### src/fbba_ram.sv
// Generic single-port-write, single-port-read RAM with registered read data.
module fbba_ram #(
    parameter int WIDTH = 64,
    parameter int DEPTH = 64
) (
    input  logic                     clk,
    input  logic                     we,
    input  logic [$clog2(DEPTH)-1:0] waddr,
    input  logic [WIDTH-1:0]         wdata,
    input  logic                     re,
    input  logic [$clog2(DEPTH)-1:0] raddr,
    output logic [WIDTH-1:0]         rdata
);

    logic [WIDTH-1:0] mem [DEPTH];
    logic [WIDTH-1:0] rdata_reg;

    always_ff @(posedge clk)
    begin
        if (we)
        begin
            mem[waddr] <= wdata;
        end
        if (re)
        begin
            rdata_reg <= mem[raddr];
        end
    end

    assign rdata = rdata_reg;

endmodule

### config.mk
export PLATFORM = sky130hd
export DESIGN_NAME = fbba_ram
export DESIGN_NICKNAME = d
export VERILOG_FILES = /design/src/fbba_ram.sv
export SDC_FILE = /design/constraint.sdc
export NUM_CORES = 2
export LEC_CHECK = 0
export BUFFER_PORTS_ARGS = -buffer_cell sky130_fd_sc_hd__buf_2
export CORE_MARGIN = 10
export CORE_UTILIZATION = 40
export CTS_CLUSTER_SIZE = 20
export DETAILED_ROUTE_END_ITERATION = 8
export SETUP_SLACK_MARGIN = 0.3
export SLEW_MARGIN = 20
export SYNTH_ARGS = -nofsm -noshare
export SYNTH_HDL_FRONTEND = slang
export SYNTH_SLANG_ARGS = --single-unit
export TNS_END_PERCENT = 20
### constraint.sdc
create_clock -name clk -period 8.8 [get_ports clk]
set_input_delay 0.88 -clock clk [delete_from_list [all_inputs] [get_ports clk]]
set_output_delay 0.88 -clock clk [all_outputs]
set_load 0.03 [all_outputs]
Yosys cells after proc, flatten, opt, wreduce, memory -nomap -nowiden --
Memories as Yosys holds them, arrays and structs flattened. A register that Yosys moved wholly into a read port is not among the register bits. Cells that the tools add are included. Widths: inputs -> output; s select.
Operators by class: mux-type cells 2
Operator list (number):
- $mux 1 | 2
Storage, ports and cells: output and inout bits 64, register bits after elaboration 0, input port bits 79, memories kept 1, memory bits (writable) 4096
Memories:
- mem | depth 64, width 64, read ports 1, clocked after memory_dff 1, write ports 1, line 15 | logic [WIDTH-1:0] mem [DEPTH];

Logic depth before layout (Yosys ltp) --
word-level depth 2, gate-level depth with buffers 9, gate-level depth less buffers 5

Worst setup path before layout --
No wires, ideal clock.
path type input to register, from input waddr[3], to memory mem[48][0] (enable), path slack 2.484 ns, cell stages on the path 4, path buffers 1, arrival time 5.752 ns, data required time 8.236 ns, setup time 0.564 ns, cell sequence clkbuf_1 > nor2b_1 > nand4b_1 > nor3_1
RTL lines:
- start, declared | line 8 | input logic [$clog2(DEPTH)-1:0] waddr,
- end, declared | line 15
No word-level cell before the write port.

==> results.yml <==
outcome:
  status: "complete, no violations"
floorplan:
  die-area_mm2: 0.418
  die_height_um: 646
  floorplan.core_area_mm2: 0.390
  initial_utilization_pct: 40.3
  ios: 143
  die_w_um: 646
  core.rowCount: 229
cts:
  h_tree_depth: 5
  post_cts.resized_instances: 0
  worst_setup_hold_path_clk_slew_ns: 0.06
  insertion_delay_ns: 0.98
  cts.root.buffer_cell: "clkbuf_16"
  clkSinkCount: 4160
  cts_setup_buffers: 0
  tritoncts: "built"
  maximum_buffer_depth_of_the_clock_tree: 4
  cts_inserted_buffers: 414
  cts_hold_repair.buffers: 0
yosys:
  yosys.area_share.simple_pct: 1.23
  yosys_warnings: 0
  synth_seq_area_share_pct: 79.6
  synth.area.mux_share_pct: 15.6
  netlist_instances: 6598
  synth_xor_area_share_pct: 0
  synth.avg_cell_area_um2: 23.8
  postSynthRegisterBits: 4160
  yosysTopAreaCell: "edfxtp_1"
  synth_enable_flop_cells: 4160
  ys_top_cells_by_area: "edfxtp_1, mux4_2, mux2i_1"
  syn_area_mm2: 0.157
  synth_fp_nets: 6677
  synth_cell_types: 32
  synth_area_in_compound_gates_pct: 2.47
  async_flop_share_pct: 0
  postSynth.topFlopCell: "edfxtp_1"
  synth_top_family_by_area: "multiplexers"
  synth_top_area_share_pct: 79.6
  yosys.area_share.adder_pct: 0
cells_and_area:
  final_layout_size_suffix_gt1_share_pct: 28.1
  postLayoutCellArea_mm2: 0.179
  areaGrowthSynthToFinish_pct: 13.8
  number_of_flip_flops_in_the_largest_register: 4096
  fin_nets: 7050
place:
  buffer_ports.inserted: 142
  globalplace.congestion: 0.766
  dpl_cell_area_mm2: 0.165
  hpwlAfterDp_um: 222000
grt:
  wire_length_of_the_first_global_routing_pass_um: 608000
  grt_antenna_before_repair: 36
  gr-total-overflow: 0
  first_global_vias: 76200
  grt_start_max_net_pins: 115
  global_route.usage.total_pct: 20.5
critical_path:
  crit_chain: "buf_2, and2_4, buf_12, a22oi_1, and3_1, a211oi_1"
  timing.reg2reg.setup_slack_ns: 6.52
  start_kind: "input pin"
  timing.critical_path.depth: 6
  worst_r2r_path_depth: 5
  worstReg2RegEnd: "rdata[8]"
  critPathCaptureType: "flip-flop"
  worstPathBufferInverterCount: 2
  worst_ep_arrival_time_ns: 4.45
  worst-path-max-fanout: 90
  critical_path.top_delay_family: "buffers and inverters"
  setup.worst_path.start: "raddr[3]"
  worstSetupEndpoint: "rdata[25]"
  timing_worst_setup_path_type: "input pin to flip-flop"
  worst_r2r_startpoint: "mem[61][8]"
  cpMaxStageDelayCell: "and2_4"
  critical_path.max_stage_delay_ns: 0.76
  timing.critical_path.required_ns: 9.43
drt:
  vias: 75200
  wire_per_inst_um: 34.8
  vias_per_cell: 6.01
  wl_um: 435000
  detail-route-antenna-nets: 0
  drt-pass1-iter-count: 5
  detail_route.iter0.violations: 10000
  drt_drc_violations_left: 0
pwr:
  power_leakage_nw: 55.0
  vdd.ir_drop.worst_uv: 165
  power_density_mw_per_mm2: 232
sta:
  tightestPinTransition_ns: 1.22
  timing.setup.tns_ns: 0
  fmax_mhz: 261
  report.final.hold_viol_count: 0
  hold-worst-slack_ns: 0.326
  layout_min_cycle_time_ns: 3.83
  rsz0062_at_grt: "no"
  final_setup_fails: 0
  skew_ns: 0.0527
  timing.slew.headroom_pct: 18.8
  maxSlewViolCount: 0
  finalCritPeriodShare_pct: 43.5
job:
  maxCapViolCount: 0
worst_hold_path:
  worst_hold_path.num_cells: 1
  min-delay-path-class: "input pin to flip-flop"
## worst min path at each step
stage / startpoint / end / slack [ns]
2_1_floorplan: mem[30][61] / rdata[61] / 0.86
3_3_place_gp: mem[54][63] / rdata[63] / 0.90
3_5_place_dp: mem[47][12] / rdata[12] / 0.91
4_1_cts: wdata[49] / mem[17][49] / 0.56
5_1_grt: wdata[3] / mem[53][3] / 0.31
6_report: wdata[3] / mem[61][3] / 0.33
## final cells by class
cell class,count,area [um2]
clock buffers,482,10700
flip-flops and latches,4160,125000
clock inverters,282,2760
repair buffers,327,2920
multi-input cells,2049,30800
fillers,31600,211000
inverters,19,71.3
well taps,5197,6500
diodes,5,12.5
## synth_stat cells (29+ instances only)
| cell type | count |
|---|---|
| a22o_1 | 88 |
| a211oi_1 | 63 |
| mux2i_1 | 135 |
| a22oi_1 | 168 |
| nand3_1 | 45 |
| and3_1 | 64 |
| mux4_2 | 1024 |
| buf_2 | 170 |
| o22ai_1 | 83 |
| edfxtp_1 | 4160 |
| o221ai_1 | 38 |
| nand2_1 | 58 |
| or3_1 | 29 |
| nor2_1 | 112 |
| buf_4 | 34 |
| clkbuf_1 | 140 |
## metal layers
metal	track usage, %	vias up	share of wire [%]
met5	0	-	0.018
li1	-	29300	-
met1	28.8	41500	40
met4	5.55	14	2.9
met2	33.2	3687	48
met3	3.62	705	8.6
## cells by family after synthesis
kind of cell / Yosys count
simple gates: 386
mux: 1159
buf+inv: 389
compound gates: 504
flops: 4160
## per-stage QoR
stage / power, W / utilization [%] / worst slack, ns / cells
global placement: 0.0243 / 42.3 / 4.16 / 11700
finish: 0.0415 / 45.8 / 4.97 / 12500
detailed placement: 0.0244 / 42.3 / 4.16 / 11700
CTS: 0.0418 / 45.8 / 5.16 / 12500
floorplan: 0.0235 / - / 2.48 / 6598
global route: 0.0427 / 45.8 / 5.01 / 12500
## cell usage in the layout, fill, tap and decap left out, drive strengths merged, types with 26 or more instances in the layout
cell type	n
or2	28
and3	64
mux4	1024
a22o	88
o221ai	38
nand3	45
mux2i	135
edfxtp	4160
or3	29
o22ai	83
buf	327
a22oi	168
inv	32
nor2b	28
clkinv	212
clkbuf	482
a41oi	26
nand2	58
bufinv	45
a211oi	63
nor2	112
## power breakdown
group          total, W  internal, W  leakage, nW  switching (W)
clock            0.0176       0.0100         6.59        0.00755
sequential       0.0221       0.0220         37.5      0.0000783
combinational   0.00187     0.000671         11.0        0.00120
No activity file was read; power rests on OpenSTA's default activity.
